`config.mk`:
```
export PLATFORM = sky130hd
export DESIGN_NAME = rans_back
export DESIGN_NICKNAME = d
export VERILOG_FILES = /design/src/sv/rans_pkg.sv /design/src/sv/rans_back.sv
export SDC_FILE = /design/constraint.sdc
export NUM_CORES = 1
export LEC_CHECK = 0
export ABC_AREA = 1
export ABC_CLOCK_PERIOD_IN_PS = 9700
export BUFFER_PORTS_ARGS = -buffer_cell sky130_fd_sc_hd__buf_4
export CAP_MARGIN = 30
export CORE_AREA = 2 2 131 133
export CTS_BUF_LIST = sky130_fd_sc_hd__clkbuf_16
export DETAILED_ROUTE_END_ITERATION = 10
export DIE_AREA = 0 0 133 135
export PLACE_DENSITY = 0.88
export REMOVE_ABC_BUFFERS = 1
export SYNTH_ARGS = -nofsm -noshare
export SYNTH_HDL_FRONTEND = slang
export SYNTH_SLANG_ARGS = --single-unit
```
`constraint.sdc`:
```
create_clock -name clk_i -period 9.7 [get_ports clk_i]
set_clock_uncertainty 0.05 [all_clocks]
set_input_delay 1.94 -clock clk_i [delete_from_list [all_inputs] [get_ports clk_i]]
set_output_delay 1.94 -clock clk_i [all_outputs]
set_load 0.02 [all_outputs]
```
`src/sv/rans_pkg.sv`:
```
// Shared types and constants for the rANS byte encoder.
package rans_pkg;
  localparam int unsigned SCALE_BITS_DEF = 12;
  localparam int unsigned LOWER_BITS_DEF = 23;
  localparam int unsigned FQ_DEPTH = 2;
  localparam logic [7:0] BYTE_MASK = 8'hFF;

  typedef enum logic [1:0] {
    OP_LOAD   = 2'd0,
    OP_ENCODE = 2'd1,
    OP_FLUSH  = 2'd2,
    OP_NONE   = 2'd3
  } op_e;

  typedef enum logic [1:0] {
    CMD_ENCODE = 2'd0,
    CMD_SKIP   = 2'd1,
    CMD_FLUSH  = 2'd2
  } cmd_e;

  // Classified command handed from front to back.
  typedef struct packed {
    cmd_e        cmd;
    logic [12:0] freq;
    logic [11:0] start;
  } cmd_t;
endpackage

```
`src/sv/rans_back.sv`:
```
// Back end: renormalize, serial divide, state update, flush, result queue.
module rans_back #(
  parameter int unsigned SCALE_BITS = rans_pkg::SCALE_BITS_DEF,
  parameter int unsigned LOWER_BITS = rans_pkg::LOWER_BITS_DEF
) (
  input  logic           clk_i,
  input  logic           rst_ni,
  input  logic           cmd_valid_i,
  input  rans_pkg::cmd_t cmd_i,
  output logic           cmd_ready_o,
  output logic           empty,
  input  logic           pop,
  output logic [7:0]     out_byte_o,
  output logic           status_o,
  output logic           last_o
);
  import rans_pkg::*;

  localparam logic [31:0] LOWER = 32'(64'd1 << LOWER_BITS);
  localparam int unsigned BSH = LOWER_BITS - SCALE_BITS + 8;

  typedef enum logic [4:0] {
    S_IDLE = 5'b00001,
    S_RENO = 5'b00010,
    S_DIV  = 5'b00100,
    S_FIN  = 5'b01000,
    S_FLSH = 5'b10000
  } state_e;

  state_e st_q;
  logic [31:0] x_q;
  cmd_t cur_q;
  logic [44:0] bound_q;
  logic [31:0] quo_q;
  logic [12:0] rem_q;
  logic [5:0] bit_q;
  logic [1:0] nb_q;
  logic [13:0] trial;
  logic [31:0] upd;

  // result queue, 4 entries
  logic [9:0] oq_q [4];
  logic [1:0] orp_q, owp_q;
  logic [2:0] ocnt_q;
  logic o_push;
  logic [9:0] o_data;
  logic reno_go;
  logic room;

  function automatic logic cur_skip();
    return cmd_i.cmd == CMD_SKIP;
  endfunction

  assign room = ocnt_q != 3'd4;
  assign reno_go = {13'd0, x_q} >= bound_q;
  assign trial = {rem_q, quo_q[31]};
  assign upd = {quo_q[31-SCALE_BITS:0], {SCALE_BITS{1'b0}}} + {19'd0, rem_q}
               + {20'd0, cur_q.start};
  assign cmd_ready_o = st_q == S_IDLE && room;

  always_comb begin
    o_push = 1'b0;
    o_data = '0;
    case (st_q)
      S_IDLE: begin
        if (cmd_valid_i && room && cur_skip()) begin
          o_push = 1'b1;
          o_data = {8'd0, 1'b1, 1'b1};
        end
      end
      S_RENO: begin
        if (reno_go && room) begin
          o_push = 1'b1;
          o_data = {x_q[7:0] & BYTE_MASK, 1'b0,
                    ({21'd0, x_q[31:8]} < bound_q) || nb_q == 2'd3};
        end
      end
      S_FLSH: begin
        if (room) begin
          o_push = 1'b1;
          o_data = {x_q[7:0], 1'b0, nb_q == 2'd3};
        end
      end
      default: ;
    endcase
  end

  always_ff @(posedge clk_i) begin
    if (st_q == S_IDLE && cmd_valid_i && room) begin
      cur_q <= cmd_i;
      bound_q <= {32'd0, cmd_i.freq} << BSH;
    end
  end

  always_ff @(posedge clk_i or negedge rst_ni) begin
    if (!rst_ni) begin
      st_q <= S_IDLE;
      x_q <= LOWER;
      nb_q <= '0;
      bit_q <= '0;
      quo_q <= '0;
      rem_q <= '0;
    end else begin
      case (st_q)
        S_IDLE: begin
          nb_q <= '0;
          if (cmd_valid_i && room) begin
            if (cmd_i.cmd == CMD_FLUSH) st_q <= S_FLSH;
            else if (cmd_i.cmd == CMD_ENCODE) st_q <= S_RENO;
          end
        end
        S_RENO: begin
          if (reno_go) begin
            if (room) begin
              x_q <= {8'd0, x_q[31:8]};
              nb_q <= nb_q + 2'd1;
            end
          end else begin
            quo_q <= x_q;
            rem_q <= '0;
            bit_q <= '0;
            st_q <= S_DIV;
          end
        end
        S_DIV: begin
          // restoring divide, one quotient bit per cycle
          if (trial >= {1'b0, cur_q.freq}) begin
            rem_q <= 13'(trial - {1'b0, cur_q.freq});
            quo_q <= {quo_q[30:0], 1'b1};
          end else begin
            rem_q <= trial[12:0];
            quo_q <= {quo_q[30:0], 1'b0};
          end
          bit_q <= bit_q + 6'd1;
          if (bit_q == 6'd31) st_q <= S_FIN;
        end
        S_FIN: begin
          x_q <= upd;
          st_q <= S_IDLE;
        end
        S_FLSH: begin
          if (room) begin
            nb_q <= nb_q + 2'd1;
            if (nb_q == 2'd3) begin
              x_q <= LOWER;
              st_q <= S_IDLE;
            end else begin
              x_q <= {8'd0, x_q[31:8]};
            end
          end
        end
        default: st_q <= S_IDLE;
      endcase
    end
  end

  always_ff @(posedge clk_i) begin
    if (o_push) oq_q[owp_q] <= o_data;
  end

  always_ff @(posedge clk_i or negedge rst_ni) begin
    if (!rst_ni) begin
      orp_q <= '0;
      owp_q <= '0;
      ocnt_q <= '0;
    end else begin
      if (o_push) owp_q <= owp_q + 2'd1;
      if (pop && !empty) orp_q <= orp_q + 2'd1;
      ocnt_q <= ocnt_q + {2'd0, o_push} - {2'd0, pop && !empty};
    end
  end

  assign empty = ocnt_q == 3'd0;
  assign out_byte_o = oq_q[orp_q][9:2];
  assign status_o = oq_q[orp_q][1];
  assign last_o = oq_q[orp_q][0];

  a_onehot: assert property (@(posedge clk_i) disable iff (!rst_ni)
    $onehot(st_q)) else $error("state not one-hot");
  a_oq_bound: assert property (@(posedge clk_i) disable iff (!rst_ni)
    ocnt_q <= 3'd4) else $error("result queue overflow");
  a_div_freq: assert property (@(posedge clk_i) disable iff (!rst_ni)
    st_q == S_DIV |-> cur_q.freq != 13'd0) else $error("divide by zero");
endmodule

```
; ---- Yosys cells after proc, flatten, opt, wreduce, memory -nomap -nowiden
; Memory sizes are Yosys's and may differ from the RTL's.
; Index checks and enable logic that the tools add are counted.
; Widths: inputs -> output; s select.
[totals]
regBits = 122
ram_bits = 40
input_bits = 31
out_inout_bits = 12
elab_cells = 94
n_memories = 1
[op_classes]
add_sub_neg = 9
order_cmp = 3
eq_ne = 18
n_mux = 34
reduce_logical = 18
[memory_table]
columns = memory, depth, width, read_ports, rd_ports_with_merged_regs, write_ports, line
row1 = oq_q, 4, 10, 1, 0, 1, rans_back.sv:42  ; logic [9:0] oq_q [4];
[ops]
columns = operator, n
row1 = $mux 32, 4
row2 = $pmux 32 s3, 1
row3 = $pmux 32 s2, 1
row4 = $mux 5, 7
row5 = $add 32x12->32, 1
row6 = $add 32x13->32, 1
row7 = $ge 32x32->1, 1
row8 = $lt 24x32->1, 1
row9 = $pmux 10 s3, 1
row10 = $mux 13, 2
row11 = $pmux 13 s2, 1
row12 = $mux 24, 1
row13 = $mux 10, 2
row14 = $pmux 5 s4, 1
row15 = $ge 14x13->1, 1
row16 = $sub 13x13->13, 1
row17 = $ne 2x2->1 const B, 6
row18 = $pmux 6 s2, 1
row19 = $logic_and 1x1->1, 7
row20 = $add 2x1->2 const B, 3
row21 = $add 6x1->6 const B, 1
row22 = $eq 6x5->1 const B, 1
row23 = $mux 1, 6
row24 = $mux 2, 3
row25 = other kinds (24), 27

; ---- Depth between registers and ports, before layout
; Gate-level depths: netlist of run 1.
[logic_depth]
word_depth = 7
ltp_mapped = 16
mapped_depth_nobuf = 16

; ---- Worst setup path after synthesis of run 1
; No wires, ideal clock.
[synth_path]
path_type = input -> register
start = in cmd_valid_i
end = reg ocnt_q[2]
setup_time_ns = 0.129
arrival_ns = 4.725
t_required_ns = 9.521
setup_slack_ns = 4.796
stages = 10
path_buffers = 0
cell_sequence = nand2_1 -> nor2_1 -> nand3_1 -> nand3_2 -> inv_2 -> ha_1 -> inv_1 -> ha_1 -> fa_1 -> xor2_1
[synth_between]
elab_chain_len = 6
[synth_lines]
columns = item, line
row1 = "start, declared", rans_back.sv:8  ; input logic cmd_valid_i,
row2 = $logic_and 1x1->1 (2 in series), rans_back.sv:66  ; if (cmd_valid_i && room && cur_skip()) begin
row3 = $mux 1, rans_back.sv:66
row4 = $pmux 1 s3, rans_back.sv:64  ; case (st_q)
row5 = $add 3x1->3, rans_back.sv:169  ; ocnt_q <= ocnt_q + {2'd0, o_push} - {2'd0, pop && !empty};
row6 = $sub 3x1->3, rans_back.sv:169
row7 = "end signal, assigned", rans_back.sv:169
row8 = "end, declared", rans_back.sv:44  ; logic [2:0] ocnt_q;
; Every way passes these cells.
; A chain may end at the register's enable or synchronous reset.

; ---- Worst setup path after layout of run 1
[layout_path]
start = reg orp_q[0]
end = out out_byte_o[3]
[layout_between]
elab_chain_len = 1
[layout_lines]
columns = item, line
row1 = "start, declared", rans_back.sv:43  ; logic [1:0] orp_q, owp_q;
row2 = "start signal, assigned", rans_back.sv:168  ; if (pop && !empty) orp_q <= orp_q + 2'd1;
row3 = $mem_v2 4x10, -
row4 = "end, declared", rans_back.sv:13  ; output logic [7:0] out_byte_o,
; Every way passes these cells.

==> results.txt, run 1 <==
outcome -> completed
WL/cell -> 17.2 µm
site row count -> 47
RSZ-0062 raised after global routing -> no
port buffer count -> 42
pre-CTS setup slack -> 5.47 ns
pin count of the biggest net entering global routing -> 70
Gates resized, CTS repair -> 0
Final Max Slew Viols -> 0
R2R setup slack -> 6.44 ns
Final Hold Viols -> 0
Setup violations, final -> 0
power density cells -> 258 nW/µm²
# diodes -> 0
Worst-Skew Late Latency -> 0.44 ns
Endpoint, Worst Hold -> bit_q[4]$_DFFE_PN0P_
synth-to-layout area growth -> 10.9%
# hold bufs at CTS -> 0
Inst Count DP -> 1503
GRT Total Usage -> 30.6%
Worst EP arrival -> 2.38 ns
Post-CTS Setup Inserts -> 0
post-synthesis sequential area ratio -> 44.7%
MaxCap Viol Count -> 0
dpl hpwl -> 18600 µm
Clock Tree Buf Depth -> 2
total number of yosys warnings -> 0
vias in the first global route -> 8556
Startpoint Class -> register
ys flop type -> dfrtp_1
core area -> 16400 µm²
Mapped Cells -> 1272
kind of critical path -> register to output port
actual slew at the worst max-slew pin -> 1.02 ns
WHS Path Cells -> 2
final std cells w/o fill -> 1535
leading cell type in the layout, fill and taps excluded -> nand2_1
CTS tree -> yes
Remaining DRCs -> 0
share of cells above drive strength 1 -> 8.29%
Worst Path Required -> 7.71 ns
Async S/R FF share, synth -> 59.9%
Synth Register Bits -> 162
setup ws final -> 5.33 ns
post-route minimum period -> 4.37 ns
clk slew on worst S/H paths -> 0.07 ns
commonest non-fill, non-tap cells in the layout -> nand2_1, inv_1, nor2_1, dfrtp_1, o21ai_0
chip width -> 133 µm
crit-path max FO -> 23
first-pass GRT wire length -> 42800 µm
die area -> 18000 µm²
Avg Cell Area, Syn -> 7.71 µm²
hold_sp -> bit_q[4]$_DFFE_PN0P_
worst hold-check path type -> register to register
Pre-antenna DRT Iters -> 5
RePlAce Congestion -> 0.993
CP peak stage delay -> 0.83 ns
Die H -> 135 µm
total negative slack -> 0 ns
Critical-path top delay cell -> dfrtp_1
Post-synth EDFFs -> 65
mapped cell area -> 9810 µm²
Num Clock Sinks -> 162
via count -> 8918
WL final -> 26400 µm
launch point of the worst path -> orp_q[0]$_DFFE_PN0P_
gr ovfl total -> 0
H-tree depth -> 4
period utilization -> 45.0%
Tot Pwr -> 2810 µW
drt first-iter violations -> 925
worst vdd ir -> 0.000162 V
CP Cell Sequence -> inv_1 > o21ai_0 > o22ai_1 > buf_4
FMAX -> 0.229 GHz
reg2reg end -> ocnt_q[2]$_DFF_PN0_
Starting Density -> 59.8%
Reg-to-Reg Start -> x_q[31]$_DFFE_PN0P_
Nets -> 1387
CP endpoint kind -> output port
TritonCTS Buffers -> 17
# IOs -> 43
relative slew slack -> 31.8%
via density per instance -> 5.81
DRT antenna net count -> 0
Distinct cells, synth -> 41
reg2reg path depth -> 15
root buf cell -> clkbuf_16
initial antenna violation count -> 0
P_leak -> 0.00516 µW
-- power breakdown --
| part | internal, µW | total, µW | switching, µW | leakage [µW] |
|---|---|---|---|---|
| clock | 376 | 713 | 337 | 0.000303 |
| sequential | 892 | 1080 | 186 | 0.00191 |
| combinational | 330 | 1020 | 691 | 0.00295 |
| total | 1600 | 2810 | 1210 | 0.00516 |
-- cell usage after synthesis, types with 6 or more instances --
| cell | count | area, µm² |
|---|---|---|
| o22ai_1 | 11 | 68.8 |
| a21oi_1 | 27 | 135 |
| o21ai_0 | 90 | 450 |
| nand3_1 | 76 | 380 |
| dfrtp_1 | 95 | 2380 |
| buf_2 | 11 | 55.1 |
| edfxtp_1 | 65 | 1950 |
| nand4_1 | 23 | 144 |
| o21ai_1 | 12 | 60.1 |
| nand2_1 | 387 | 1450 |
| inv_2 | 7 | 26.3 |
| clkbuf_1 | 15 | 56.3 |
| nor2_1 | 132 | 495 |
| ha_1 | 51 | 638 |
| xor2_1 | 9 | 78.8 |
| o211ai_1 | 33 | 248 |
| buf_6 | 6 | 67.6 |
| inv_1 | 166 | 623 |
-- sequential cells by signal, indices dropped and copies added (netlist names) --
signal	count
bit_q	6
cur_q	25
nb_q	2
ocnt_q	3
oq_q	40
orp_q	2
owp_q	2
quo_q	32
rem_q	13
st_q	5
x_q	32
-- area by class of cell --
| type | instances | area, µm² |
|---|---|---|
| clock inverters | 15 | 206 |
| inverters | 175 | 657 |
| flip-flops and latches | 162 | 4380 |
| repair buffers | 46 | 358 |
| fillers | 1275 | 5530 |
| multi-input cells | 900 | 4570 |
| clock buffers | 17 | 425 |
| well taps | 220 | 275 |
-- metrics by stage --
stage / instance area [µm²] / util [%] / hold slack (ns)
4_1_cts: 10900 / 66.3 / 0.483
2_1_floorplan: 9610 / - / 0.411
3_5_place_dp: 10200 / 62.4 / 0.471
5_1_grt: 10900 / 66.3 / 0.498
6_report: 10900 / 66.3 / 0.482
3_3_place_gp: 10200 / 62.3 / 0.442
-- cell families after synthesis --
| kind of cell | synth area share (%) |
|---|---|
| flops | 44.7 |
| xor+xnor | 1.25 |
| fa+ha+maj | 7.12 |
| compound gates | 10.6 |
| buf+inv | 8.75 |
| simple gates | 27.6 |
-- critical path, delay by kind of cell, from the launching register on --
| kind | cells | cell delay, ns |
|---|---|---|
| AOI/OAI and AO/OA | 2 | 0.43 |
| buffers and inverters | 2 | 0.67 |
| DFF | 1 | 0.83 |
-- routing by layer --
layer	GRT usage, %	part of all wire (%)	vias up	wire (µm)
li1	-	-	4207	-
met3	4.69	7.8	96	2060
met4	15.7	4.8	0	1270
met5	0	0	-	0
met1	39.1	40	4181	10500
met2	51.0	48	434	12600
-- worst max-delay path by stage --
stage	slack (ns)	end
finish	5.33	out_byte_o[3]
floorplan	4.80	ocnt_q[2]$_DFF_PN0_
CTS	5.39	out_byte_o[0]
global placement	5.53	ocnt_q[2]$_DFF_PN0_
global route	5.16	out_byte_o[1]
detailed placement	5.47	ocnt_q[2]$_DFF_PN0_
Note: power is estimated with default switching activity, not from simulation.
==> inputs of run 2 (changes only) <==
- ABC_AREA: 1 -> 0
- ABC_CLOCK_PERIOD_IN_PS: 9700 -> 4400
- CORE_AREA: 2 2 131 133 -> 2 2 126 128
- DIE_AREA: 0 0 133 135 -> 0 0 128 130
- clock period: 9.7 -> 4.4 ns (I/O delays scaled with it)
==> run 2 against run 1 <==
  * Sequential share of layout area increased by 3.5 points
  * Power is 69% higher
  * Wire length shrank 20%
  * Combinational power increased by 9.8%
  * Area after synthesis decreased by 8.9%
  * Design area decreased by 7.9%
  * Clock power is 110% higher
  * Utilization down 1.4 points
  * Critical path depth increased by 3
  * Critical path type is now register to register
  * Clock-buffer cell count stayed put
==> results.txt, run 2 <==
outcome -> completed
Die H -> 130 µm (-3.7%)
Post-Synth Adder-Cell Area -> 7.81% (+0.69 points)
Reg-to-Reg Start -> x_q[31]$_DFFE_PN0P_
R2R setup slack -> 1.16 ns (-5.28 ns)
cell taking the most area after synthesis -> dfrtp_1
P_leak -> 0.00452 µW (-12%)
CP peak stage delay -> 0.81 ns (-0.02 ns)
Largest regs -> oq_q (40), quo_q (32), x_q (32)
worst vdd ir -> 0.000240 V (+48%)
via density per instance -> 6.26 (+7.8%)
CP endpoint kind -> register
Starting Density -> 58.0% (-1.8 points)
Avg Cell Area, Syn -> 10.9 µm² (+42%)
clk slew on worst S/H paths -> 0.07 ns (about the same)
MaxCap Viol Count -> 0 (unchanged)
commonest non-fill, non-tap cells in the layout -> nand2_1, dfrtp_1, edfxtp_1, ha_1, o21ai_0
Sequential Area -> 4380 µm² (unchanged)
Setup violations, final -> 0 (unchanged)
Largest register FFs -> 40 (unchanged)
dpl hpwl -> 15000 µm (-19%)
total negative slack -> 0 ns (unchanged)
period utilization -> 73.6%
Final Max Slew Viols -> 0 (unchanged)
# hold bufs at CTS -> 0 (unchanged)
area share of the largest cell type after synthesis -> 26.6% (+2.4 points)
gr ovfl total -> 0 (unchanged)
xor and xnor area share after synthesis -> 4.51% (+3.3 points)
Num Clock Sinks -> 162 (unchanged)
total number of yosys warnings -> 0 (unchanged)
largest family of logic cells by synthesized area -> simple AND/OR/NAND/NOR gates
initial antenna violation count -> 0 (unchanged)
first-pass GRT wire length -> 34200 µm (-20%)
FMAX -> 0.309 GHz
port buffer count -> 42 (unchanged)
CTS tree -> yes
multi-input logic area -> 4270 µm² (-6.7%)
Synth Register Bits -> 162 (unchanged)
Tot Pwr -> 4740 µW (+69%)
chip width -> 128 µm (-3.8%)
worst hold-check path type -> input pin to asynchronous set/reset pin
Synth Area in Compound Gates -> 13.7% (+3.1 points)
drt first-iter violations -> 476 (-49%)
most common library cells after synthesis -> nand2_1, dfrtp_1, edfxtp_1
RSZ-0062 raised after global routing -> no
Post-CTS Setup Inserts -> 0 (unchanged)
Nets -> 940 (-32%)
post-route minimum period -> 3.24 ns
power density cells -> 473 nW/µm² (+83%)
Layout fillers -> 1170 (-8.2%)
die area -> 16600 µm² (-7.3%)
WP buf/inv -> 0 (-2)
Worst Path Required -> 4.41 ns (-3.30 ns)
site row count -> 46 (-2.1%)
reg2reg end -> oq_q[3][8]$_DFFE_PP_
relative slew slack -> 33.6% (+1.8 points)
crit-path max FO -> 14 (-39%)
actual slew at the worst max-slew pin -> 0.994 ns (-0.0222 ns)
root buf cell -> clkbuf_16
pin count of the biggest net entering global routing -> 73 (+4.3%)
Pre-antenna DRT Iters -> 5 (unchanged)
reg2reg path depth -> 7 (-8)
Mapped Cells -> 819 (-36%)
Async S/R FF share, synth -> 59.9% (unchanged)
WL/cell -> 20.0 µm (+16%)
share of cells above drive strength 1 -> 14.2% (+5.9 points)
Remaining DRCs -> 0 (unchanged)
leading cell type in the layout, fill and taps excluded -> nand2_1
Critical-path top delay cell -> nor2b_1
Clock Tree Buf Depth -> 2 (unchanged)
Final Hold Viols -> 0 (unchanged)
RePlAce Congestion -> 0.972 (-2.2%)
mapped cell area -> 8940 µm² (-8.9%)
post-synthesis sequential area ratio -> 49.0% (+4.3 points)
core area -> 15400 µm² (-6.0%)
kind of critical path -> register to register
most frequent cell after synthesis -> nand2_1
WL final -> 21200 µm (-20%)
Worst-Skew Late Latency -> 0.45 ns (about the same)
via count -> 6638 (-26%)
simple-gate portion of the synthesized area -> 14.1% (-13 points)
Synth area leaders -> dfrtp_1, edfxtp_1, ha_1, mux2i_1, nand2_1
Biggest register -> oq_q
crit-path leading delay family -> simple AND/OR/NAND/NOR gates
ys flop type -> dfrtp_1
DRT antenna net count -> 0 (unchanged)
Post-synth EDFFs -> 65 (unchanged)
synth-to-layout area growth -> 12.0%
H-tree depth -> 4 (unchanged)
CP Cell Sequence -> ha_1 > nand2_1 > nor4_1 > o211ai_2 > nand3_2 > a21oi_2 > nor2b_1
vias in the first global route -> 6468 (-24%)
GRT Total Usage -> 27.0% (-3.6 points)
Worst EP arrival -> 3.25 ns (+0.87 ns)
TritonCTS Buffers -> 17 (unchanged)
Gates resized, CTS repair -> 0 (unchanged)
# IOs -> 43 (unchanged)
# diodes -> 0 (unchanged)
Startpoint Class -> register
post-synthesis mux area share -> 7.58% (+7.6 points)
Min Hold Slack -> 0.392 ns (-0.0906 ns)
Distinct cells, synth -> 73 (+78%)
[run 2: changes by cell type after synthesis, sizes merged, moves of 10 or more]
cell,change
mux4,+10
nand4,-16
and3,+12
nor3,+17
nor2b,+10
nand3,-60
inv,-145
xor2,+13
o211ai,-31
nand2,-289
o21ai,-35
xnor2,+19
mux2i,+43
nor2,-89
[run 2: cells by family after synthesis]
kind of cell / Yosys count
compound gates: 181
xor+xnor: 46
fa+ha+maj: 54
buf+inv: 61
flops: 162
mux: 55
simple gates: 260
[run 2: power by group]
part	switching (µW)	internal, µW
Sequential	288	1810
Combinational	607	515
Clock	703	815
Total	1600	3140
[run 2: final cells by class]
cell class,count,area share [%]
Clock buffer,17,4.25
Timing Repair Buffer,50,4.15
Clock inverter,15,1.81
Tap cell,192,2.40
Sequential cell,162,43.7
Multi-Input combinational cell,596,42.6
Inverter,28,1.05
[run 2: worst reg2reg max path, cell delays in order, from the launching register on]
cell	delay, ns
dfrtp_1	0.45
ha_1	0.33
nand2_1	0.09
nor4_1	0.46
o211ai_2	0.22
nand3_2	0.28
a21oi_2	0.18
nor2b_1	0.81
[run 2: worst max-delay path by stage]
stage | start | slack (ns) | cells past startpoint | end
finish | x_q[31]$_DFFE_PN0P_ | 1.16 | 7 | oq_q[3][8]$_DFFE_PP_
global route | x_q[31]$_DFFE_PN0P_ | 0.79 | 7 | oq_q[0][8]$_DFFE_PP_
CTS | x_q[31]$_DFFE_PN0P_ | 1.16 | 7 | oq_q[3][8]$_DFFE_PP_
detailed placement | cur_q[18]$_DFFE_PP_ | 1.17 | 13 | ocnt_q[2]$_DFF_PN0_
global placement | x_q[31]$_DFFE_PN0P_ | 1.27 | 11 | ocnt_q[2]$_DFF_PN0_
floorplan | x_q[27]$_DFFE_PN0P_ | 1.55 | 12 | ocnt_q[2]$_DFF_PN0_
[run 2: per-stage QoR]
stage	util, %	cell area (µm²)	worst slack, ns	cells
final	64.9	10000	1.16	1060
after CTS	64.8	9990	1.16	1059
after global placement	60.6	9350	1.27	1026
after detailed placement	60.8	9380	1.17	1027
after floorplan	-	8750	1.55	786
after global routing	64.9	10000	0.785	1060
[run 2: layer usage]
layer | vias to the layer above | routed length (µm) | part of all wire (%) | global-route usage (%)
li1 | 3074 | - | - | -
met1 | 3201 | 8670 | 41 | 34.5
met3 | 62 | 1460 | 6.9 | 6.07
met5 | - | 0 | 0 | 0
met4 | 0 | 711 | 3.4 | 12.2
met2 | 301 | 10300 | 49 | 44.5
